`src/stcq_pkg.sv`:
```
// Types, constants and helper functions for the shape table collision query block.
package stcq_pkg;

	localparam int SW         = 35;
	localparam int MAGW       = 33;
	localparam int PARTW      = 17;
	localparam int ACCW       = 67;
	localparam int SQ_STEPS   = 6;
	localparam int IN_DATA_W  = 144;
	localparam int IN_USER_W  = 3;
	localparam int OUT_DATA_W = 128;
	localparam int OUT_USER_W = 1;

	typedef logic signed [SW-1:0] sval_t;

	localparam sval_t S32_MAX = sval_t'(64'sd2147483647);
	localparam sval_t S32_MIN = sval_t'(-64'sd2147483648);
	localparam sval_t W31_MAX = sval_t'(64'sd2147483647);

	localparam logic [1:0] KIND_EMPTY  = 2'd0;
	localparam logic [1:0] KIND_CIRCLE = 2'd1;
	localparam logic [1:0] KIND_RECT   = 2'd2;

	typedef enum logic [1:0] {
		CMD_WRITE,
		CMD_DELETE,
		CMD_OVERLAP,
		CMD_CONTAINS
	} cmd_t;

	typedef enum logic [3:0] {
		ST_CLEAR,
		ST_IDLE,
		ST_WRITE,
		ST_DELETE,
		ST_READ_A,
		ST_READ_B,
		ST_CAP_B,
		ST_CALC1,
		ST_CALC2,
		ST_SQ,
		ST_DONE
	} state_t;

	typedef struct packed {
		logic [1:0]         kind;
		logic signed [31:0] x;
		logic signed [31:0] y;
		logic [30:0]        w;
		logic [30:0]        h;
	} entry_t;

	typedef struct packed {
		logic            status;
		logic            hit;
		logic            use_sq;
		sval_t           dx;
		sval_t           dy;
		logic [MAGW-1:0] rad;
		sval_t           ox;
		sval_t           oy;
		sval_t           x0;
		sval_t           x1;
		sval_t           y0;
		sval_t           y1;
	} geom_t;

	function automatic logic signed [31:0] sat32(input sval_t v);
		if (v > S32_MAX) begin
			return 32'sh7fffffff;
		end else if (v < S32_MIN) begin
			return 32'sh80000000;
		end
		return $signed(v[31:0]);
	endfunction

	function automatic logic [30:0] satw(input sval_t v);
		if (v < 0) begin
			return '0;
		end else if (v > W31_MAX) begin
			return '1;
		end
		return v[30:0];
	endfunction

endpackage

```
`src/stcq_geom.sv`:
```
// Shape geometry: extents, joint box, centre, direct hit tests and operands for the squarer.
module stcq_geom
	import stcq_pkg::*;
(
	input  cmd_t               cmd,
	input  logic               a_live,
	input  logic               b_live,
	input  entry_t             ent_a,
	input  entry_t             ent_b,
	input  logic signed [31:0] px,
	input  logic signed [31:0] py,
	output geom_t              geo
);

	sval_t xa, ya, wa, ha, xb, yb, wb, hb, pxs, pys;
	sval_t ax0, ax1, ay0, ay1, bx0, bx1, by0, by1;
	sval_t cxv, cyv, rx0, rx1, ry0, ry1, nx, ny;
	logic  a_rect, b_rect;
	logic [MAGW-1:0] rc_rad;

	always_comb begin
		xa  = SW'(ent_a.x);
		ya  = SW'(ent_a.y);
		wa  = SW'(ent_a.w);
		ha  = SW'(ent_a.h);
		xb  = SW'(ent_b.x);
		yb  = SW'(ent_b.y);
		wb  = SW'(ent_b.w);
		hb  = SW'(ent_b.h);
		pxs = SW'(px);
		pys = SW'(py);
		a_rect = (ent_a.kind == KIND_RECT);
		b_rect = (ent_b.kind == KIND_RECT);

		ax0 = a_rect ? xa : xa - wa;
		ax1 = xa + wa;
		ay0 = a_rect ? ya : ya - wa;
		ay1 = a_rect ? ya + ha : ya + wa;
		bx0 = b_rect ? xb : xb - wb;
		bx1 = xb + wb;
		by0 = b_rect ? yb : yb - wb;
		by1 = b_rect ? yb + hb : yb + wb;

		cxv    = a_rect ? xb : xa;
		cyv    = a_rect ? yb : ya;
		rc_rad = a_rect ? MAGW'(ent_b.w) : MAGW'(ent_a.w);
		rx0    = a_rect ? ax0 : bx0;
		rx1    = a_rect ? ax1 : bx1;
		ry0    = a_rect ? ay0 : by0;
		ry1    = a_rect ? ay1 : by1;
		nx     = (cxv < rx0) ? rx0 : ((cxv > rx1) ? rx1 : cxv);
		ny     = (cyv < ry0) ? ry0 : ((cyv > ry1) ? ry1 : cyv);

		geo = '0;
		case (cmd)
			CMD_OVERLAP: begin
				if (!(a_live && b_live)) begin
					geo.status = 1'b1;
				end else begin
					geo.ox = (bx0 < ax0) ? bx0 : ax0;
					geo.oy = (by0 < ay0) ? by0 : ay0;
					geo.x0 = geo.ox;
					geo.y0 = geo.oy;
					geo.x1 = (bx1 > ax1) ? bx1 : ax1;
					geo.y1 = (by1 > ay1) ? by1 : ay1;
					if (a_rect && b_rect) begin
						geo.hit = (ax0 <= bx1) && (bx0 <= ax1) && (ay0 <= by1) && (by0 <= ay1);
					end else if (!a_rect && !b_rect) begin
						geo.use_sq = 1'b1;
						geo.dx     = xa - xb;
						geo.dy     = ya - yb;
						geo.rad    = MAGW'(ent_a.w) + MAGW'(ent_b.w);
					end else begin
						geo.use_sq = 1'b1;
						geo.dx     = cxv - nx;
						geo.dy     = cyv - ny;
						geo.rad    = rc_rad;
					end
				end
			end
			CMD_CONTAINS: begin
				if (!a_live) begin
					geo.status = 1'b1;
				end else if (a_rect) begin
					geo.hit = (xa <= pxs) && (pxs <= ax1) && (ya <= pys) && (pys <= ay1);
					geo.ox  = xa + SW'(ent_a.w[30:1]);
					geo.oy  = ya + SW'(ent_a.h[30:1]);
				end else begin
					geo.use_sq = 1'b1;
					geo.dx     = xa - pxs;
					geo.dy     = ya - pys;
					geo.rad    = MAGW'(ent_a.w);
					geo.ox     = xa;
					geo.oy     = ya;
				end
			end
			default: begin
				geo = '0;
			end
		endcase
	end

endmodule

```
`config.mk`:
```
export PLATFORM = sky130hd
export DESIGN_NAME = stcq_geom
export DESIGN_NICKNAME = d
export VERILOG_FILES = /design/src/stcq_pkg.sv /design/src/stcq_geom.sv
export SDC_FILE = /design/constraint.sdc
export NUM_CORES = 2
export LEC_CHECK = 0
export ABC_AREA = 1
export BUFFER_PORTS_ARGS = -buffer_cell sky130_fd_sc_hd__buf_2
export CORE_UTILIZATION = 60
export DETAILED_ROUTE_END_ITERATION = 7
export PLACE_DENSITY = 0.82
export SLEW_MARGIN = 20
export SYNTH_ARGS = -nofsm -noshare
export SYNTH_HDL_FRONTEND = slang
export SYNTH_SLANG_ARGS = --single-unit
export TNS_END_PERCENT = 100
```
`constraint.sdc`:
```
create_clock -name vclk -period 19.65
set_clock_uncertainty 0.05 [all_clocks]
set_input_delay 1.965 -clock vclk [all_inputs]
set_output_delay 1.965 -clock vclk [all_outputs]
set_load 0.1 [all_outputs]
```
==> metrics, run 1 <==
Adder-Cell Fraction of Synth Area 0.2514; largest net degree at the start of global routing 169; largest cells by area after synthesis ha_1 (24%), nand2_1 (16%), inv_1 (9.7%); row count 106; Port Buf Inserts 639; mux share of post-synthesis cell area 0.0002228; gr ovfl total 434; Avg Inst Size Synth 5.545 um2; xor/xnor share of the synthesized area 0.04714; main combinational cell family by area after synthesis simple AND/OR/NAND/NOR gates; status aborted with a tool error; synth warn 0; Setup Buffers After CTS 0; Synthesized Nets 10440; placer congestion estimate 1.340; post-synthesis cell type count 64; Initial Utilization 0.6048; Synth Instances 9114; Yosys top cell area share 0.2446; pre-CTS WS 5687 ps; vias in the first global route 70580; Final HPWL DP 255800 um; post-synth top area cell ha_1; Die Span Y 292.2 um; # hold bufs at CTS 0; Resized Gates After CTS 0; compound-gate portion of the synthesized area 0.2683; Chip Width 292.2 um; Post-Syn Area 50530 um2; first-pass GRT wire length 504800 um; GRT Overall Usage 0.7851; simple logic cell fraction of the synthesized area 0.3124; Seq/Total Area, Yosys 0; IO Count 640; Exit stage 5_1_grt; Err [ERROR GRT-0116] Global routing finished with congestion. Check the congestion regions in the DRC Viewer.
cell families after synthesis:
logic type                 Yosys count
and+or+nand+nor                   3801
xor gates and xnor gates           272
buffers and inverters             1585
AOI/OAI and AO/OA                 2449
adders and majority gates         1005
muxes                                1
other                                1
per-layer routing:
| layer | GRT overflow | GRT usage |
|---|---|---|
| met1 | 3 | 0.7992 |
| met2 | 248 | 0.9473 |
| met3 | 3 | 0.6173 |
| met4 | 179 | 0.7920 |
| met5 | 1 | 0.2530 |
stage by stage:
step	hold WS, ps	area, um2	cells	utilization
after floorplan	4351	50530	9114	-
after global placement	4416	54780	10670	0.6556
after detailed placement	4420	54780	10670	0.6556
after CTS	4421	54780	10670	0.6556
synth_stat cells (33+ instances only):
master    number
o21bai_1      63
o21ai_1       47
o21ai_0      919
a31oi_1       72
xnor2_1       89
nor4_1        37
or2_2         83
buf_2         33
nand3_1      440
nor3_1       110
nand2_1     2104
nand4_1      127
clkbuf_1     186
nor2_1       834
a21o_1        46
o221ai_1      33
a21oi_1      968
o211ai_1     103
inv_1       1309
o21a_1        51
ha_1         988
xor2_1       183
==> run 2, diff against run 1 <==
--- a/config.mk
+++ b/config.mk
@@ -7,9 +7,9 @@
 export LEC_CHECK = 0
 export ABC_AREA = 1
 export BUFFER_PORTS_ARGS = -buffer_cell sky130_fd_sc_hd__buf_2
-export CORE_UTILIZATION = 60
+export CORE_UTILIZATION = 40
 export DETAILED_ROUTE_END_ITERATION = 7
-export PLACE_DENSITY = 0.82
+export PLACE_DENSITY_LB_ADDON = 0.15
 export SLEW_MARGIN = 20
 export SYNTH_ARGS = -nofsm -noshare
 export SYNTH_HDL_FRONTEND = slang
==> run 2 against run 1 <==
Net effect:
- the flow now finishes, with violations (DRC)
- area after synthesis stayed put
- synthesized cell count stayed put
==> metrics, run 2 <==
status finished with violations; failing checks DRC; Adder-Cell Fraction of Synth Area 0.2514 (unchanged); Core Util, Final 0.4456; main combinational cell family by area after synthesis simple AND/OR/NAND/NOR gates; max_cap viols 0; layout cells sized above 1 0.09555; gr ovfl total 0; Yosys top cell area share 0.2446 (unchanged); Final period util 0.7463; Port Buf Inserts 639 (unchanged); first-pass GRT wire length 500900 um; HP Class primary input to primary output; die footprint 127800 um2; Fin. Hold Viols 0; Post-Syn Area 50530 um2 (unchanged); most frequent cell after synthesis nand2_1; placed cell count 11260 (+5.6%); largest cells by area after synthesis ha_1 (24%), nand2_1 (16%), inv_1 (9.7%); critical path type primary input to primary output; post-synth top area cell ha_1; routed via count 72960; Reg area 0 um2; placer congestion estimate 1.166 (-13%); final cell count without fillers 11300; xor/xnor share of the synthesized area 0.04714 (unchanged); clock buf count 0; vias per cell 6.458; Rel. slew slack 0.09704; DRC 26; post-synthesis cell type count 64 (unchanged); Final Critical Period 14670 ps; total wire length 371000 um; Seq/Total Area, Yosys 0 (unchanged); CP endpoint kind primary output; most frequent cells in the layout nand2_1 (2102), inv_1 (1305), ha_1 (988); GRT Overall Usage 0.5548; Worst EP required 17640 ps; TNS Setup 0 ps; crit start category primary input; synth warn 0 (unchanged); vias in the first global route 66180; multi-input logic area 44620 um2; drt pass-1 iters 8; CP Data Arrival Time 12650 ps; drt wl/cell 32.84 um; initial antenna violation count 46; Synthesized Nets 10440 (unchanged); worst slew pin tran 1340 ps; Chip Width 357.4 um (+22%); mux share of post-synthesis cell area 0.0002228 (unchanged); core area 125400 um2; simple logic cell fraction of the synthesized area 0.3124 (unchanged); IO Count 640 (unchanged); Final Max Tran Viols 0; Initial Utilization 0.4030 (-0.2018); worst hold margin 4413 ps; most common cell after layout, fill and taps aside nand2_1; Final HPWL DP 309800 um (+21%); final setup fails 0; Setup Buffers After CTS 0 (unchanged); P&R area growth vs syn 10.59%; crit-path max cell delay 670 ps; Resized Gates After CTS 0 (unchanged); 1st-iter DRT viols 11340; Seq cells 0; # hold bufs at CTS 0 (unchanged); Critical Path Fanout Max 144; Top cell by count, worst path nand2_1; Avg Inst Size Synth 5.545 um2 (unchanged); Die Span Y 357.4 um (+22%); row count 130 (+23%); compound-gate portion of the synthesized area 0.2683 (unchanged); slowest CP cell xnor2_1; Final ANT Viol Nets 0; RSZ-0062 raised after global routing false; Post-synth top cells nand2_1 (2104), inv_1 (1309), ha_1 (988), a21oi_1 (968), o21ai_0 (919); Fmax achieved 68.19 MHz; Synth Instances 9114 (unchanged); Fill cells 13900; largest net degree at the start of global routing 145; # nets final 10950
## run 2: cell counts after synthesis
No cell type changed its count.
## run 2: per-stage QoR
step / setup WS, ps / area, um2
3_5_place_dp: 5624 / 55750
3_3_place_gp: 5676 / 55750
5_1_grt: 4367 / 55830
2_1_floorplan: 6687 / 50530
6_report: 4984 / 55890
4_1_cts: 5587 / 55750
## run 2: cells by family after synthesis
family | Yosys count
adder cells (fa/ha/maj) | 1005
AND/OR/NAND/NOR | 3801
multiplexers | 1
buffers and inverters | 1585
other | 1
XOR/XNOR | 272
AO/OA/AOI/OAI | 2449
## run 2: path summary, 6_finish.rpt
kind                  slack (ps)  cells past startpoint        to  startpoint
worst max-delay path        4980                     50  geo[270]  ent_a[127]
worst min-delay path        4410                      3  geo[315]      cmd[1]
## run 2: worst max-delay path, delay by kind of cell
| family | cells | cell delay (ps) |
|---|---|---|
| AO/OA/AOI/OAI | 12 | 3330 |
| AND/OR/NAND/NOR | 23 | 2280 |
| buffers and inverters | 10 | 3000 |
| XOR/XNOR | 2 | 910 |
| adder cells (fa/ha/maj) | 3 | 940 |
## run 2: cell type report
| type | instances | share of cell area |
|---|---|---|
| timing repair buffer | 766 | 0.07428 |
| antenna | 29 | 0.001298 |
| inverter | 1323 | 0.08906 |
| tap | 1650 | 0.03694 |
| multi-input combinational | 7529 | 0.7984 |
## run 2: metal layers
metal  vias to the layer above  track usage  share of wire
li1                      31780            -              -
met1                     33210       0.6132           0.34
met2                      6097       0.7957           0.39
met3                      1850       0.1844           0.13
met4                        16       0.6084           0.14
met5                         -     0.002963        0.00031
