$ cat config.mk
export PLATFORM = sky130hd
export DESIGN_NAME = stcq_sqacc
export DESIGN_NICKNAME = d
export VERILOG_FILES = /design/src/stcq_pkg.sv /design/src/stcq_sqacc.sv
export SDC_FILE = /design/constraint.sdc
export NUM_CORES = 2
export LEC_CHECK = 0
export ABC_CLOCK_PERIOD_IN_PS = 11300
export BUFFER_PORTS_ARGS = -buffer_cell sky130_fd_sc_hd__buf_2
export CELL_PAD_IN_SITES_DETAIL_PLACEMENT = 1
export CELL_PAD_IN_SITES_GLOBAL_PLACEMENT = 1
export CORE_MARGIN = 5
export CORE_UTILIZATION = 50
export DETAILED_ROUTE_END_ITERATION = 8
export PLACE_DENSITY_LB_ADDON = 0.1
export RECOVER_POWER = 25
export SETUP_SLACK_MARGIN = 0.05
export SYNTH_ARGS = -nofsm -noshare
export SYNTH_HDL_FRONTEND = slang
export SYNTH_SLANG_ARGS = --single-unit
$ cat constraint.sdc
create_clock -name clk -period 11.3 [get_ports clk]
set_input_delay 1.13 -clock clk [delete_from_list [all_inputs] [get_ports clk]]
set_output_delay 1.13 -clock clk [all_outputs]
set_load 0.01 [all_outputs]
$ cat src/stcq_pkg.sv
// Types, constants and helper functions for the shape table collision query block.
package stcq_pkg;

	localparam int SW         = 35;
	localparam int MAGW       = 33;
	localparam int PARTW      = 17;
	localparam int ACCW       = 67;
	localparam int SQ_STEPS   = 6;
	localparam int IN_DATA_W  = 144;
	localparam int IN_USER_W  = 3;
	localparam int OUT_DATA_W = 128;
	localparam int OUT_USER_W = 1;

	typedef logic signed [SW-1:0] sval_t;

	localparam sval_t S32_MAX = sval_t'(64'sd2147483647);
	localparam sval_t S32_MIN = sval_t'(-64'sd2147483648);
	localparam sval_t W31_MAX = sval_t'(64'sd2147483647);

	localparam logic [1:0] KIND_EMPTY  = 2'd0;
	localparam logic [1:0] KIND_CIRCLE = 2'd1;
	localparam logic [1:0] KIND_RECT   = 2'd2;

	typedef enum logic [1:0] {
		CMD_WRITE,
		CMD_DELETE,
		CMD_OVERLAP,
		CMD_CONTAINS
	} cmd_t;

	typedef enum logic [3:0] {
		ST_CLEAR,
		ST_IDLE,
		ST_WRITE,
		ST_DELETE,
		ST_READ_A,
		ST_READ_B,
		ST_CAP_B,
		ST_CALC1,
		ST_CALC2,
		ST_SQ,
		ST_DONE
	} state_t;

	typedef struct packed {
		logic [1:0]         kind;
		logic signed [31:0] x;
		logic signed [31:0] y;
		logic [30:0]        w;
		logic [30:0]        h;
	} entry_t;

	typedef struct packed {
		logic            status;
		logic            hit;
		logic            use_sq;
		sval_t           dx;
		sval_t           dy;
		logic [MAGW-1:0] rad;
		sval_t           ox;
		sval_t           oy;
		sval_t           x0;
		sval_t           x1;
		sval_t           y0;
		sval_t           y1;
	} geom_t;

	function automatic logic signed [31:0] sat32(input sval_t v);
		if (v > S32_MAX) begin
			return 32'sh7fffffff;
		end else if (v < S32_MIN) begin
			return 32'sh80000000;
		end
		return $signed(v[31:0]);
	endfunction

	function automatic logic [30:0] satw(input sval_t v);
		if (v < 0) begin
			return '0;
		end else if (v > W31_MAX) begin
			return '1;
		end
		return v[30:0];
	endfunction

endpackage

$ cat src/stcq_sqacc.sv
// Shared square-and-accumulate unit deciding dx^2 + dy^2 <= rad^2.
module stcq_sqacc
	import stcq_pkg::*;
(
	input  logic            clk,
	input  logic            arst_n,
	input  logic            start,
	input  sval_t           dx,
	input  sval_t           dy,
	input  logic [MAGW-1:0] rad,
	output logic            done,
	output logic            le
);

	logic [MAGW-1:0]       op_q [3];
	logic                  active_q;
	logic [2:0]            step_q;
	logic                  pv_s1;
	logic                  last_s1;
	logic                  rsq_s1;
	logic                  done_q;
	logic [ACCW-1:0]       prod_s1;
	logic [ACCW-1:0]       sum_q;
	logic [ACCW-1:0]       rsq_q;
	logic [MAGW-1:0]       op_w;
	logic [PARTW-1:0]      part_w;
	logic [MAGW+PARTW-1:0] mul_w;
	logic                  last_w;

	function automatic logic [MAGW-1:0] mag(input sval_t v);
		sval_t n;
		n = v[SW-1] ? -v : v;
		return n[MAGW-1:0];
	endfunction

	always_comb begin
		op_w   = op_q[step_q[2:1]];
		part_w = step_q[0] ? PARTW'(op_w[MAGW-1:PARTW]) : op_w[PARTW-1:0];
		mul_w  = op_w * part_w;
		last_w = (step_q == 3'(SQ_STEPS - 1));
	end

	always_ff @(posedge clk or negedge arst_n) begin
		if (!arst_n) begin
			active_q <= 1'b0;
			step_q   <= '0;
			pv_s1    <= 1'b0;
			last_s1  <= 1'b0;
			done_q   <= 1'b0;
		end else begin
			pv_s1   <= active_q;
			last_s1 <= active_q && last_w;
			done_q  <= pv_s1 && last_s1;
			if (start) begin
				active_q <= 1'b1;
				step_q   <= '0;
			end else if (active_q) begin
				step_q <= step_q + 3'd1;
				if (last_w) begin
					active_q <= 1'b0;
				end
			end
		end
	end

	always_ff @(posedge clk) begin
		if (start) begin
			op_q[0] <= mag(dx);
			op_q[1] <= mag(dy);
			op_q[2] <= rad;
			sum_q   <= '0;
			rsq_q   <= '0;
		end else if (pv_s1) begin
			if (rsq_s1) begin
				rsq_q <= rsq_q + prod_s1;
			end else begin
				sum_q <= sum_q + prod_s1;
			end
		end
		if (active_q) begin
			prod_s1 <= step_q[0] ? {mul_w, {PARTW{1'b0}}} : ACCW'(mul_w);
			rsq_s1  <= step_q[2];
		end
	end

	assign done = done_q;
	assign le   = (sum_q <= rsq_q);

endmodule

== Word-level counts from Yosys, hierarchy flattened ==
Memory sizes are Yosys's and may differ from the RTL's.
Cells that the tools add are included.

* $add $sub $neg: 5
* $mul: 1
* Order comparisons: 1
* Equal/unequal tests: 1
* Muxes and demuxes: 11
* Bitwise logic cells: 1
* Reductions and logical operators: 5

{| class="wikitable"
|+ Operators by type and width
! kind !! count
|-
| 67-bit adder || 2
|-
| 67-bit <= comparator || 1
|-
| 33-bit 2-to-1 mux || 2
|-
| 33-bit negator || 2
|-
| 33-bit by 17-bit multiplier with 50-bit output || 1
|-
| 50-bit 2-to-1 mux || 1
|-
| 17-bit 2-to-1 mux || 1
|-
| 3-bit 2-to-1 mux || 2
|-
| 1-bit 2-to-1 mux || 5
|-
| 2-bit AND reduction || 2
|-
| 3-bit by 1-bit adder with 3-bit output, second input constant || 1
|-
| 3-bit == test, second input constant || 1
|-
| 1-bit logical AND || 2
|-
| 2-bit nonzero test || 1
|-
| 1-bit inverter || 1
|}

* Register bits after elaboration: 209
* RAM bits: 99
* Input port bits: 106
* Output and inout bits: 2
* Logic and storage cells: 37
* Memories kept: 1

{| class="wikitable"
|+ Memory list
! name !! depth !! bits a word !! read ports !! clocked after memory_dff !! wr ports !! RTL line !! text
|-
| op_q || 3 || 33 || 1 || 0 || 3 || stcq_sqacc.sv:15 || <nowiki>logic [MAGW-1:0] op_q [3];</nowiki>
|}

== Logic depth before layout (Yosys ltp) ==
* Depth after elaboration: 4
* Depth in mapped cells: 33
* Gate-level depth less buffers: 30

== Least setup slack after synthesis ==
No wires, ideal clock.

* Path kind: reg2reg
* From: reg step_q[1]
* To: reg prod_s1[43] (data pin)
* Library setup time: 0.267 ns
* Arrival: 8.093 ns
* Path slack: 2.940 ns
* Stages on the path, launching flop included: 31
* Path buffers: 4
* Clock period less this slack: 8.360 ns
* Path through: dfrtp_1 -> clkbuf_1 -> buf_1 -> mux2i_1 -> o21a_1 -> clkbuf_1 -> o21ai_1 -> clkbuf_1 -> nand2_1 -> fa_1 -> fa_1 -> inv_1 -> fa_1 -> inv_1 -> fa_1 -> fa_1 -> fa_1 -> inv_1 -> ha_1 -> a21oi_1 -> o211ai_1 -> a31oi_1 -> a31oi_1 -> or2_2 -> a31oi_1 -> o31ai_1 -> a311oi_1 -> nor3_1 -> or2_2 -> xnor2_1 -> o21ai_0

* Word-level cells in the longest chain between the ends: 4

{| class="wikitable"
|+ Ends and longest elaborated chain
! item !! RTL line !! text
|-
| start: declaration || stcq_sqacc.sv:17 || <nowiki>logic [2:0] step_q;</nowiki>
|-
| start signal: assignment || stcq_sqacc.sv:58 || <nowiki>step_q <= step_q + 3'd1;</nowiki>
|-
| memory 3 x 33 bit (*) || -- ||
|-
| 17-bit 2-to-1 mux || stcq_sqacc.sv:38 || <nowiki>part_w = step_q[0] ? PARTW'(op_w[MAGW-1:PARTW]) : op_w[PARTW-1:0];</nowiki>
|-
| 33-bit by 17-bit multiplier with 50-bit output (*) || stcq_sqacc.sv:39 || <nowiki>mul_w = op_w * part_w;</nowiki>
|-
| 50-bit 2-to-1 mux (*) || stcq_sqacc.sv:81 || <nowiki>prod_s1 <= step_q[0] ? {mul_w, {PARTW{1'b0}}} : ACCW'(mul_w);</nowiki>
|-
| end signal: assignment || stcq_sqacc.sv:81 ||
|-
| end: declaration || stcq_sqacc.sv:22 || <nowiki>logic [ACCW-1:0] prod_s1;</nowiki>
|}

Every way passes the cells marked *; elsewhere a longest branch is shown, timed or not.
A chain may end at the register's enable or synchronous reset.

== Final worst setup path ==
* From: reg step_q[1]
* To: reg prod_s1[47] (data pin)

Same word-level chain as after synthesis.

==> flow_metrics.tcl <==
set metrics [dict create \
    status "finished, violations left" \
    violations "max-capacitance violations, max-slew violations" \
    antenna_found_initial 1 \
    cts_sinks 308 \
    timing.rr.start "step_q[1]$_DFFE_PN0P_" \
    yosysWarningCount 0 \
    cts_tree "built" \
    drv_cap 2 \
    numCtsBuffers 38 \
    fin_nets 5602 \
    ys.flop_type "edfxtp_1" \
    period_share_pct 87.7 \
    cts_hold_buf 0 \
    h-tree-depth 2 \
    r2r_slack_ns 1.39 \
    stdcell_area_mm2 0.0424 \
    drc 0 \
    numPortBuffers 105 \
    holdCritPathClass "in2async" \
    first_global_vias 35882 \
    syn_inst 4696 \
    area_growth_pct 7.52 \
    grt_use_total_pct 30.0 \
    rsz0062_at_grt "no" \
    fin_tns_setup_ns 0 \
    worst_setup_path_start_kind "flip-flop" \
    setup_violations 0 \
    netlist_area_mm2 0.0394 \
    layout_commonest_cell "nand2_1" \
    critPathKind "reg2reg" \
    die_area_mm2 0.0845 \
    layout_common_cells "757 x nand2_1, 679 x inv_1, 466 x fa_1" \
    wl_per_cell_um 22.3 \
    antenna_cells 0 \
    synth_cell_types 76 \
    vias 33313 \
    critPathMaxFanout 27 \
    grt_pass1_wl_mm 201 \
    maxSlewHeadroom_pct -134 \
    drive_gt1_share_pct 6.11 \
    synth-edff-count 167 \
    drt-initial-drc-count 1972 \
    start_util_pct 50.1 \
    root_buffer "clkbuf_16" \
    crit_path_end_kind "flip-flop" \
    tightest_slew_ns 3.51 \
    hpwl_mm 104 \
    clock_skew_ns 0.0418 \
    ioPinCount 108 \
    cts_resized 0 \
    drt_pass1_iterations 5 \
    syn_area_per_cell_um2 8.39 \
    synth-async-reset-ratio_pct 2.27 \
    path_clk_slew_ns 0.07 \
    row_count 103 \
    worst_r2r_path_depth 26 \
    fmax_mhz 101 \
    vias_per_cell 5.76 \
    grt_max_degree 93 \
    place_area_mm2 0.0411 \
    required_ns 11.62 \
    clockBufferDepth 3 \
    gp_congestion 0.959 \
    drv_slew 137 \
    ys_seq_elements 308 \
    worstPathArrival_ns 10.23 \
    routed_wl_mm 129 \
    dp_cells 5713 \
    insertion_delay_ns 0.60 \
    die_w_um 291 \
    hold_viol_final 0 \
    ant_nets 0 \
    ys_seq_area_share_pct 20.0 \
    r2r_end "prod_s1[47]$_DFFE_PP_" \
    min_period_ns 9.91 \
    dieHeight_um 291 \
    core_mm2 0.0786 \
    overflow 0 \
    synth_nets 5595 \
    cts_setup_buffers 0 \
    instances_no_fill 5783 \
]
synthesized netlist by cell type (11+ instances only):
library cell | instances | area [um^2]
xnor2_1 | 154 | 1350
clkbuf_1 | 194 | 728
a21oi_1 | 351 | 1760
or2_2 | 12 | 75.1
nand2_1 | 758 | 2850
a211oi_1 | 28 | 210
o31ai_1 | 28 | 210
or4_1 | 11 | 82.6
xor2_1 | 65 | 569
dfxtp_1 | 134 | 2680
a21o_1 | 115 | 863
o21ai_1 | 24 | 120
mux2i_1 | 41 | 410
and2_1 | 44 | 275
nand3_1 | 44 | 220
and3_1 | 21 | 131
or3_1 | 22 | 138
inv_1 | 680 | 2550
fa_1 | 466 | 9330
o41ai_1 | 14 | 123
edfxtp_1 | 167 | 5010
ha_1 | 327 | 4090
a31oi_1 | 27 | 169
o21ai_0 | 205 | 1030
nor2_1 | 349 | 1310
o21a_1 | 51 | 383
buf_1 | 17 | 63.8
o21bai_1 | 40 | 300
nand2b_1 | 33 | 206
a21boi_0 | 15 | 113
nand4_1 | 56 | 350
nor2b_1 | 28 | 175
nor3_1 | 33 | 165
how the worst max path moves through the flow:
stage	start	endpoint	slack (ns)	cells after the start
4_1_cts	step_q[1]$_DFFE_PN0P_	prod_s1[47]$_DFFE_PP_	1.42	26
5_1_grt	step_q[2]$_DFFE_PN0P_	prod_s1[44]$_DFFE_PP_	0.95	29
6_report	step_q[1]$_DFFE_PN0P_	prod_s1[47]$_DFFE_PP_	1.39	26
3_5_place_dp	step_q[1]$_DFFE_PN0P_	prod_s1[47]$_DFFE_PP_	1.45	26
3_3_place_gp	step_q[1]$_DFFE_PN0P_	prod_s1[47]$_DFFE_PP_	1.69	26
2_1_floorplan	step_q[1]$_DFFE_PN0P_	prod_s1[43]$_DFFE_PP_	2.94	30
cells by family after synthesis:
| kind of cell | count (synthesis) | synth area share (%) |
|---|---|---|
| compound gates | 986 | 15.4 |
| fa+ha+maj | 793 | 34.1 |
| xor+xnor | 219 | 4.87 |
| simple gates | 1445 | 15.9 |
| flops | 308 | 20.0 |
| mux | 51 | 1.33 |
| buf+inv | 894 | 8.52 |
critical path, cell delays in order (launching register included):
cell and delay, ns:
dfrtp_2 0.92, mux2i_1 0.29, o21a_1 0.51, o21ai_2 0.77, nand2_1 0.20, fa_1 0.55
fa_1 0.58, inv_1 0.07, fa_1 0.51, inv_1 0.06, fa_1 0.55, fa_1 0.43
fa_1 0.49, inv_1 0.05, ha_1 0.37, a21oi_1 0.20, o211ai_1 0.11, a31oi_1 0.27
a31oi_1 0.23, or2_2 0.35, a31oi_1 0.43, o31ai_1 0.24, a311oi_1 0.56, o21ai_0 0.24
a21oi_1 0.22, xor2_1 0.28, o21ai_0 0.11
cell type report:
class,instances,area [um^2]
inverters,681,2560
clock buffers,49,1020
flip-flops and latches,308,7880
multi-input cells,3494,28200
clock inverters,21,300
repair buffers,180,1070
fillers,9408,36200
well taps,1050,1310
stage by stage:
| step | hold slack [ns] | utilization, % | setup slack (ns) |
|---|---|---|---|
| 2_1_floorplan | 0.423 | - | 2.94 |
| 3_5_place_dp | 0.460 | 52.3 | 1.45 |
| 3_3_place_gp | 0.445 | 52.3 | 1.69 |
| 6_report | 0.416 | 53.9 | 1.39 |
| 4_1_cts | 0.326 | 53.9 | 1.42 |
| 5_1_grt | 0.444 | 53.9 | 0.953 |
routing by layer:
layer / track usage [%] / vias up / share of wire, %
met1: 38.7 / 16678 / 42
met2: 51.5 / 901 / 48
met5: 0 / - / 0.0054
met3: 4.18 / 276 / 5.1
li1: - / 15456 / -
met4: 11.1 / 2 / 4.5
state kept, by name, summed over array words and instances (netlist names):
register	cells
active_q	1
done	1
last_s1	1
op_q	99
prod_s1	67
pv_s1	1
rsq_q	67
rsq_s1	1
step_q	3
sum_q	67
Power is left out: the tool's default activity adds up to more than one toggle a clock period on the data nets, which glitch-free logic cannot reach.
