**config.mk**
```make
export PLATFORM = sky130hd
export DESIGN_NAME = stcq_ram
export DESIGN_NICKNAME = d
export VERILOG_FILES = /design/src/stcq_ram.sv
export SDC_FILE = /design/constraint.sdc
export NUM_CORES = 1
export LEC_CHECK = 0
export BUFFER_PORTS_ARGS = -buffer_cell sky130_fd_sc_hd__buf_4
export CORE_ASPECT_RATIO = 0.6
export CORE_MARGIN = 2
export CORE_UTILIZATION = 33
export CTS_CLUSTER_SIZE = 40
export DETAILED_ROUTE_END_ITERATION = 8
export GPL_TIMING_DRIVEN = 0
export HOLD_SLACK_MARGIN = 0.02
export PLACE_DENSITY = 0.54
export SYNTH_ARGS = -nofsm -noshare
export SYNTH_HDL_FRONTEND = slang
export SYNTH_SLANG_ARGS = --single-unit
```
**constraint.sdc**
```tcl
create_clock -name clk -period 2.1 [get_ports clk]
set_clock_uncertainty 0.2 [all_clocks]
set_input_delay 0.21 -clock clk [delete_from_list [all_inputs] [get_ports clk]]
set_output_delay 0.21 -clock clk [all_outputs]
set_load 0.01 [all_outputs]
```
**src/stcq_ram.sv**
```systemverilog
// Generic simple dual-port RAM with registered read data.
module stcq_ram #(
	parameter int WIDTH = 8,
	parameter int DEPTH = 16
) (
	input  logic                     clk,
	input  logic                     we,
	input  logic [$clog2(DEPTH)-1:0] waddr,
	input  logic [WIDTH-1:0]         wdata,
	input  logic [$clog2(DEPTH)-1:0] raddr,
	output logic [WIDTH-1:0]         rdata
);

	logic [WIDTH-1:0] mem_q [DEPTH];
	logic [WIDTH-1:0] rdata_q;

	always_ff @(posedge clk) begin
		if (we) begin
			mem_q[waddr] <= wdata;
		end
		rdata_q <= mem_q[raddr];
	end

	assign rdata = rdata_q;

endmodule

```
---- Yosys cells after proc, flatten, opt, wreduce, memory -nomap -nowiden ----
Memory sizes are Yosys's and may differ from the RTL's. A register that Yosys moved wholly into a read port is not among the register bits.
Index checks and enable logic that the tools add are counted.
word-level totals
  register bits ........................... 0
  latch bits .............................. 0
  RAM bits ................................ 128
  bits in read-only memories .............. 0
  bits of input ports ..................... 18
  memories ................................ 1
operators by class
  $add $sub $neg .......................... 0
  multiply operators ...................... 0
  divide/modulo/power cells ............... 0
  $lt $le $gt $ge ......................... 0
  eq/ne operators ......................... 0
  shift-type cells ........................ 0
  muxes and demuxes ....................... 2
  bitwise operators ....................... 0
  reduce and logical (&&, ||, !) cells .... 0
memory list
  name   words  bits a word  rd ports  clocked after memory_dff  write ports  line  text
  mem_q  16     8            1         1                         1            14    logic [WIDTH-1:0] mem_q [DEPTH];
operators with widths
  cell               count
  1-bit two-way mux  2

---- Logic depth before layout (Yosys ltp) ----
Gate-level depths: netlist (run 1).
  word-level depth ........................ 2
  mapped depth ............................ 5

---- Worst setup path before layout (run 1) ----
No wires, ideal clock.
  kind .................................... input port to flip-flop
  start point ............................. input waddr[2]
  end point ............................... memory mem_q[0][0] (enable)
  setup time .............................. 383 ps
  data arrival time ....................... 1320 ps
  slack ................................... 197 ps
  stages on the path ...................... 2
  buffers on the path ..................... 0
  path through ............................ or3b_2 nor3_1
RTL lines
  what             line  text
  start, declared  8     input logic [$clog2(DEPTH)-1:0] waddr,
  end, declared    14
No word-level cell before the write port.

---- Worst setup path after layout (run 1) ----
  start point ............................. input waddr[0]
  end point ............................... memory mem_q[0][2] (enable)
No word-level cell before the write port.

==> impl_metrics.tcl, run 1 <==
set metrics [dict create \
    setup.worst_path.start "waddr[0]" \
    fillerInstances 1353 \
    port_buffers 24 \
    area_growth_pct 23.31 \
    hold_path_class "primary input to flop" \
    synth-main-ff-cell "edfxtp_1" \
    multi_input_comb_area_mm2 0.001062 \
    cpPeakStageDelay_ps 560 \
    grt_pass1_vias 2430 \
    wl_met1_um 5523 \
    vias_per_cell 4.930 \
    syn_nets 247 \
    startpoint_type "primary input" \
    ys_seq_area_share_pct 77.78 \
    insertion_delay_ps 410 \
    worst_pin_slew_ps 1287 \
    worstHoldStart "waddr[1]" \
    drt_drc_violations_left 0 \
    synth_edf_count 128 \
    cts-root-buf "clkbuf_16" \
    hold_buffers 8 \
    wl_met2_um 4746 \
    dpl_cell_area_mm2 0.005587 \
    hold_violations 0 \
    track_usage_pct 14.60 \
    die_w_um 165.2 \
    cts.sinks 136 \
    p_total_mw 6.702 \
    setup_viol 0 \
    wl_per_cell_um 22.33 \
    coreArea_mm2 0.01528 \
    drive_gt1_share_pct 28.38 \
    ys_ff_latch 136 \
    rows 35 \
    first_iter_violations 224 \
    fin_crit_sh_pct 82.86 \
    ff2ff_path_depth 3 \
    antenna_found_initial 0 \
    grt_max_degree 17 \
    cpMaxStageDelayCell "dlygate4sd3_1" \
    final-seq-area_mm2 0.004004 \
    relSlewSlack_pct 13.55 \
    synth_cell_types 19 \
    cts_tree "yes" \
    postCtsSetupBuffers 0 \
    cp.arrival_ps 1650 \
    drv_cap 0 \
    grt_setup_unrepaired "no" \
    cp-end-kind "flop" \
    clockBufferDepth 2 \
    avgSynthCellArea_um2 22.48 \
    start_util_pct 33.68 \
    yosysWarnings 0 \
    grt_pass1_wl_um 16460 \
    cts_made_buffers 17 \
    synth.most_common_cell "edfxtp_1" \
    num_vias 2460 \
    htree_levels 4 \
    peakVddDrop_uv 403.4 \
    critPathKind "primary input to flop" \
    design_area_mm2 0.006347 \
    rr_startpoint "mem_q[8][2]" \
    first_pass_iters 5 \
    synth_area_mm2 0.005147 \
    maxUsedRoutingLayer "met4" \
    whs_ps 19.33 \
    power.density_mw_per_mm2 1056 \
    slew_violations 0 \
    netlist_top_cells_area "edfxtp_1 (75%), mux4_2 (7.9%), mux4_1 (7.1%)" \
    synth_common_cells "edfxtp_1 (128), mux4_2 (18), a22oi_1 (16)" \
    ys_async_sr_fraction_pct 0 \
    clk_pin_slew_ps 60 \
    cp_data_required_time_ps 2010 \
    ant_nets 0 \
    nets 301 \
    ctsResizeCount 0 \
    place_congestion 0.7259 \
    synth_cells 229 \
    worstPathMaxFanout 7 \
    io_pins 26 \
    max_freq_mhz 574.7 \
    synth_top_cell_by_area "edfxtp_1" \
    worstPathCellList "buf_4 > dlygate4sd3_1 > nor3_1 > clkbuf_4" \
    synth_top_area_share_pct 74.67 \
    min_period_ps 1740 \
    fp.dieArea_mm2 0.01665 \
    status "complete, no violations" \
    p_leak_nw 2.120 \
    drt-total-wl_um 11140 \
    grt_overflow 0 \
    holdPathStages 2 \
    fp.dieH_um 100.7 \
    antenna_cells 0 \
    wl_met3_um 823 \
    post-dp-hpwl_um 7286 \
]
-- where the power goes --
group	total [mW]	switching, mW	internal, mW	leakage, nW
sequential	3.05	0.0143	3.04	1.22
combinational	0.341	0.190	0.151	0.583
clock	3.31	1.10	2.22	0.313
-- registers in the layout (all words and copies together), names as in the netlist --
register	count
mem_q	128
rdata	8
-- per-stage QoR --
stage,setup WS (ps),TNS [ps],utilization (%),instances
floorplan,197.1,0,-,229
global placement,-402.4,-6872,36.52,456
detailed placement,-417.9,-5279,36.55,457
CTS,6.359,0,41.38,497
global route,309.5,0,41.53,499
finish,360.0,0,41.53,499
-- cells in the final DEF, fill, tap and decap left out, types with 2 or more instances in the layout --
| cell | count |
|---|---|
| nor3_1 | 3 |
| clkdlybuf4s25_2 | 3 |
| buf_6 | 3 |
| mux4_1 | 14 |
| mux4_2 | 18 |
| nor2_1 | 13 |
| nand2_1 | 9 |
| buf_2 | 4 |
| clkinvlp_4 | 2 |
| bufinv_16 | 6 |
| nand3b_1 | 2 |
| nand2b_1 | 2 |
| buf_4 | 25 |
| a22oi_1 | 16 |
| clkinv_4 | 2 |
| clkbuf_16 | 17 |
| clkinv_1 | 3 |
| dlygate4sd3_1 | 9 |
| dfxtp_1 | 8 |
| edfxtp_1 | 128 |
-- cell families (layout without fill, tap and decap cells) --
family                 after synthesis  after routing  synth area share, %
AOI/OAI and AO/OA                   16             16                2.334
DFF                                136            136                77.78
and+or+nand+nor                     35             35                3.184
muxes                               32             32                15.02
buffers and inverters               10             77                1.677
-- critical path, delay by kind of cell --
family                 cells  cell delay, ps
buffers and inverters      3            1010
AND/OR/NAND/NOR            1             420
-- final cells by class --
type                            instances  area share [%]
Timing Repair Buffer                   35           4.455
Clock inverter                         14           3.607
Clock buffer                           18           6.761
Multi-Input combinational cell         83           16.74
Tap cell                              203           4.002
Sequential cell                       136           63.08
Buffer                                 10           1.360
-- worst paths after layout --
check	endpoint	slack [ps]
setup / recovery	mem_q[0][2]	360
setup reg to reg	rdata[2]	500
hold / removal	mem_q[0][0]	20
hold reg to reg	rdata[5]	480
-- routing by layer --
| layer | vias to the layer above | GRT usage, % |
|---|---|---|
| li1 | 1085 | - |
| met1 | 1304 | 23.47 |
| met2 | 67 | 19.62 |
| met3 | 4 | 3.085 |
| met4 | 0 | 4.415 |
| met5 | - | 0 |
(Power assumes the default switching activity.)
==> inputs of run 2 (changes only) <==
--- a/config.mk
+++ b/config.mk
@@ -13,7 +13,7 @@
 export DETAILED_ROUTE_END_ITERATION = 8
 export GPL_TIMING_DRIVEN = 0
 export HOLD_SLACK_MARGIN = 0.02
-export PLACE_DENSITY = 0.54
+export PLACE_DENSITY = 0.56
 export SYNTH_ARGS = -nofsm -noshare
 export SYNTH_HDL_FRONTEND = slang
 export SYNTH_SLANG_ARGS = --single-unit
==> constraint.sdc (replaced) <==
create_clock -name clk -period 1.4 [get_ports clk]
set_clock_uncertainty 0.2 [all_clocks]
set_input_delay 0.14 -clock clk [delete_from_list [all_inputs] [get_ports clk]]
set_output_delay 0.14 -clock clk [all_outputs]
set_load 0.01 [all_outputs]
==> run 2 against run 1 <==
Against the previous run: the flow now finishes with violations (hold timing, setup timing); register-to-register slack worse by 600 ps; worst hold slack worse by 52 ps; flip-flop and latch count unchanged; power up 47%; global-route usage down 0.26 points; final area up 0.75%; cell count down 0.40%; critical endpoint is now rdata[6].
==> impl_metrics.tcl, run 2 (synthesis results as in run 1) <==
set metrics [dict create \
    status "complete, but fails checks" \
    violations "hold timing, setup timing" \
    hold_path_class "primary input to flop" \
    grt_pass1_vias 2495 \
    cts_tree "yes" \
    dpl_cell_area_mm2 0.005610 \
    dp_cells 456 \
    power.density_mw_per_mm2 1539 \
    whs_ps -32.55 \
    p_leak_nw 2.073 \
    fin_crit_sh_pct 107.1 \
    drt-total-wl_um 11020 \
    antenna_found_initial 0 \
    cts-root-buf "clkbuf_16" \
    fp.dieH_um 100.7 \
    drv_cap 0 \
    worst_pin_slew_ps 901.0 \
    post-dp-hpwl_um 7193 \
    peakVddDrop_uv 694.1 \
    cpMaxStageDelayCell "mux4_2" \
    cts.sinks 136 \
    min_period_ps 1499 \
    grt_setup_unrepaired "yes" \
    ant_nets 0 \
    regMostFlops "mem_q" \
    nets 299 \
    fillerInstances 1321 \
    worstPathMaxFanout 1 \
    first_iter_violations 207 \
    start_util_pct 33.68 \
    design_area_mm2 0.006395 \
    hold_violations 16 \
    layout_setup_ws_ps -99.08 \
    startpoint_type "flop" \
    drive_gt1_share_pct 40.82 \
    drt_drc_violations_left 0 \
    grt_overflow 0 \
    insertion_delay_ps 410 \
    max_freq_mhz 667.1 \
    cp.arrival_ps 1580 \
    clockBufferDepth 2 \
    layout_commonest_cell "edfxtp_1" \
    track_usage_pct 14.34 \
    hold_buffers 9 \
    first_pass_iters 4 \
    setup_viol 16 \
    num_vias 2453 \
    port_buffers 24 \
    worstPathCellList "mux4_2 > a22oi_2 > nand2_1" \
    rows 35 \
    place_congestion 0.6926 \
    cts_made_buffers 17 \
    critPathKind "flop to flop" \
    grt_pass1_wl_um 16310 \
    wl_per_cell_um 22.18 \
    fp.dieArea_mm2 0.01665 \
    clk_pin_slew_ps 60 \
    io_pins 26 \
    area_growth_pct 24.23 \
    cpPeakStageDelay_ps 550 \
    htree_levels 4 \
    vias_per_cell 4.936 \
    relSlewSlack_pct 39.71 \
    slew_violations 0 \
    fin_cells 497 \
    grt_max_degree 17 \
    layout_common_cells "edfxtp_1 (128), mux4_2 (31), buf_4 (24)" \
    cp-end-kind "flop" \
    largest_reg_flops 128 \
    die_w_um 165.2 \
    antenna_cells 0 \
    cp_data_required_time_ps 1480 \
    coreArea_mm2 0.01528 \
]
==> run 2: changes by cell type in the layout (fill, tap and decap cells not counted), moves of 8 or more <==
cell	delta
nor2_2	+8
mux4_2	+13
a22oi_1	-11
a22oi_2	+11
mux4_1	-13
nor2_1	-8
==> run 2: final cells by class <==
type                            instances  area, um^2  area share [%]
Tap cell                              203       254.0           3.972
Multi-Input combinational cell         83        1119           17.49
Sequential cell                       136        4004           62.61
Timing Repair Buffer                   33       270.3           4.226
Clock buffer                           18       429.2           6.711
Buffer                                 10       120.1           1.878
Clock inverter                         14       198.9           3.111
==> run 2: layer usage <==
metal	wire [um]	global-route usage, %	vias to the layer above
li1	-	-	1066
met1	5679	22.49	1309
met2	4610	19.52	69
met3	630	3.332	9
met4	99	4.615	0
met5	0	0	-
==> run 2: worst paths after layout <==
path              cells past startpoint  slack (ps)          end         start
setup / recovery                      3        -100     rdata[6]  mem_q[15][6]
hold reg to reg                       3         480     rdata[3]  mem_q[11][3]
hold / removal                        2         -30  mem_q[4][0]      waddr[0]
setup reg to reg                      3        -100     rdata[6]  mem_q[15][6]
==> run 2: repair_timing <==
action                                 4_1_cts  5_1_grt
setup buffers                                0        0
resized for setup                           14        5
endpoints found under the hold margin      160       16
pin swaps                                    4        1
setup endpoints to repair                   16       64
==> run 2: critical path, delay by kind of cell, from the launching register on <==
kind               cells  cell delay, ps
AOI/OAI and AO/OA      1             150
DFF                    1             370
muxes                  1             550
and+or+nand+nor        1             110
==> run 2: report_power, final <==
| group | leakage (nW) | internal [mW] | switching, mW | total (mW) |
|---|---|---|---|---|
| combinational | 0.544 | 0.253 | 0.307 | 0.560 |
| sequential | 1.22 | 4.55 | 0.0251 | 4.58 |
| clock | 0.305 | 3.00 | 1.70 | 4.70 |
==> run 2: per-stage QoR <==
| step | power [mW] | utilization (%) | setup WS, ps | hold WS [ps] | TNS [ps] |
|---|---|---|---|---|---|
| 3_3_place_gp | 5.170 | 36.71 | -417.1 | 269.5 | -46760 |
| 6_report | 9.839 | 41.84 | -99.08 | -32.55 | -691.4 |
| 4_1_cts | 9.894 | 41.74 | -101.4 | -44.11 | -608.7 |
| 3_5_place_dp | 5.183 | 36.71 | -455.8 | 289.3 | -47700 |
| 5_1_grt | 10.12 | 41.84 | -136.6 | -32.11 | -3280 |
| 2_1_floorplan | 4.924 | - | -43.01 | 38.87 | -387.5 |
==> inputs of run 3 (changes only) <==
--- a/config.mk
+++ b/config.mk
@@ -13,7 +13,7 @@
 export DETAILED_ROUTE_END_ITERATION = 8
 export GPL_TIMING_DRIVEN = 0
 export HOLD_SLACK_MARGIN = 0.02
-export PLACE_DENSITY = 0.56
+export PLACE_DENSITY = 0.54
 export SYNTH_ARGS = -nofsm -noshare
 export SYNTH_HDL_FRONTEND = slang
 export SYNTH_SLANG_ARGS = --single-unit
==> constraint.sdc (replaced) <==
create_clock -name clk -period 1.5 [get_ports clk]
set_clock_uncertainty 0.2 [all_clocks]
set_input_delay 0.15 -clock clk [delete_from_list [all_inputs] [get_ports clk]]
set_output_delay 0.15 -clock clk [all_outputs]
set_load 0.01 [all_outputs]
==> run 3 against run 2 <==
Against the previous run: critical endpoint is now rdata[5]; sequential share of layout area rose by 0.71 points; highest routed layer unchanged; the run still ends with hold timing, setup timing left; sequential power is 6.8% lower; final area decreased by 1.1%; flip-flop and latch count unchanged; cell count stayed put; worst setup slack gained 70 ps; count of clock-buffer cells in the layout is 5 higher; via count down 0.12%; worst hold slack better by 3.3 ps; critical path depth stayed put; power shrank 8.8%.
==> impl_metrics.tcl, run 3 (synthesis results as in run 1) <==
set metrics [dict create \
    status "complete, but fails checks" \
    violations "hold timing, setup timing" \
    drive_gt1_share_pct 37.76 \
    cts_tree "yes" \
    drt_drc_violations_left 0 \
    io_pins 26 \
    die_w_um 165.2 \
    cpPeakStageDelay_ps 540 \
    p_total_mw 8.974 \
    htree_levels 4 \
    layout_setup_ws_ps -28.98 \
    cp-end-kind "flop" \
    antenna_cells 0 \
    wl_met2_um 4868 \
    hold_violations 8 \
    p_sw_mw 1.807 \
    ant_nets 0 \
    post-dp-hpwl_um 7223 \
    fin_cells 497 \
    cp.arrival_ps 1610 \
    insertion_delay_ps 420 \
    area_growth_pct 22.85 \
    drv_cap 0 \
    rows 35 \
    nets 299 \
    setup_viol 2 \
    relSlewSlack_pct 41.39 \
    cts.sinks 136 \
    fin_crit_sh_pct 101.9 \
    critPathTopFamily "multiplexers" \
    drt-total-wl_um 11150 \
    worst_pin_slew_ps 876.0 \
    p_seq_share_pct 47.6 \
    vias_per_cell 4.930 \
    layout_commonest_cell "edfxtp_1" \
    swShare_pct 20.13 \
    hold_path_class "primary input to flop" \
    wl_met1_um 5293 \
    internal-power_mw 7.167 \
    fillerInstances 1346 \
    first_pass_iters 4 \
    port_buffers 24 \
    p_clk_share_pct 46.7 \
    worstPathCellList "mux4_2 > a22oi_2 > nand2_1" \
    design_area_mm2 0.006324 \
    antenna_found_initial 0 \
    regMostFlops "mem_q" \
    p_leak_nw 2.053 \
    grt_pass1_wl_um 16750 \
    num_vias 2450 \
    grt_max_degree 17 \
    critPathKind "flop to flop" \
    cpMaxStageDelayCell "mux4_2" \
    cp_data_required_time_ps 1580 \
    layout_common_cells "edfxtp_1 (128), mux4_2 (29), buf_4 (25)" \
    wl_per_cell_um 22.43 \
    dpl_cell_area_mm2 0.005597 \
    postCtsSetupBuffers 0 \
    min_period_ps 1529 \
    track_usage_pct 14.93 \
    maxUsedRoutingLayer "met4" \
    tns_ps -32.14 \
    place_congestion 0.7073 \
    whs_ps -29.26 \
    coreArea_mm2 0.01528 \
    cp_num_buf_inv 0 \
    largest_reg_flops 128 \
    cts_made_buffers 17 \
    max_freq_mhz 654.0 \
    first_iter_violations 281 \
    power_frac_comb_pct 5.7 \
    worstPathMaxFanout 1 \
    dp_cells 456 \
    grt_pass1_vias 2544 \
    cts-root-buf "clkbuf_16" \
    startpoint_type "flop" \
    slew_violations 0 \
    power.density_mw_per_mm2 1419 \
    clockBufferDepth 2 \
    grt_overflow 0 \
    grt_setup_unrepaired "yes" \
    fp.dieH_um 100.7 \
    fp.dieArea_mm2 0.01665 \
    hold_buffers 9 \
    clk_pin_slew_ps 60 \
    start_util_pct 33.68 \
    peakVddDrop_uv 657.8 \
    wl_met3_um 875 \
]
run 3: worst paths after layout:
| path | endpoint | depth (start not counted) | startpoint | slack (ps) |
|---|---|---|---|---|
| worst min-delay path | mem_q[0][7] | 2 | waddr[1] | -30 |
| worst max-delay path | rdata[5] | 3 | mem_q[15][5] | -30 |
| worst min register to register | rdata[7] | 3 | mem_q[7][7] | 510 |
| worst max register to register | rdata[5] | 3 | mem_q[15][5] | -30 |
run 3: metrics by stage:
stage                     setup WS (ps)  hold WS (ps)  utilization [%]
after floorplan                  -116.1         48.87                -
after global placement           -589.6         271.0            36.62
after detailed placement         -638.4         293.9            36.62
after CTS                        -127.8        -13.52            41.16
after global routing             -67.63        -38.90            41.38
final                            -28.98        -29.26            41.38
run 3: what timing repair did:
item	4_1_cts	5_1_grt
hold endpoints to repair	161	17
setup endpoints to repair	47	32
resized for setup	20	9
pin swaps	3	4
run 3: final cells by class:
type / count / area, um^2 / share of cell area, %
Clock buffer: 23 / 467.9 / 7.400
Tap cell: 203 / 254.0 / 4.017
Sequential cell: 136 / 4004 / 63.32
Clock inverter: 9 / 126.4 / 1.998
Buffer: 10 / 86.33 / 1.365
Multi-Input combinational cell: 83 / 1115 / 17.63
Timing Repair Buffer: 33 / 270.3 / 4.274
run 3: worst reg2reg max path, cell delays in order, from the launching register on:
cell and delay [ps]:
edfxtp_1 360, mux4_2 540, a22oi_2 180, nand2_1 110
run 3: per-layer routing:
layer | vias up | global-route usage (%)
li1 | 1066 | -
met1 | 1305 | 22.50
met2 | 68 | 20.03
met3 | 11 | 4.854
met4 | 0 | 5.418
met5 | - | 0
run 3: power groups by stage:
stage	sequential, mW	clock (mW)	combinational [mW]
2_1_floorplan	4.36	0	0.217
3_3_place_gp	4.34	0	0.454
3_5_place_dp	4.35	0	0.461
4_1_cts	4.27	4.26	0.503
5_1_grt	4.28	4.44	0.548
6_report	4.27	4.20	0.508
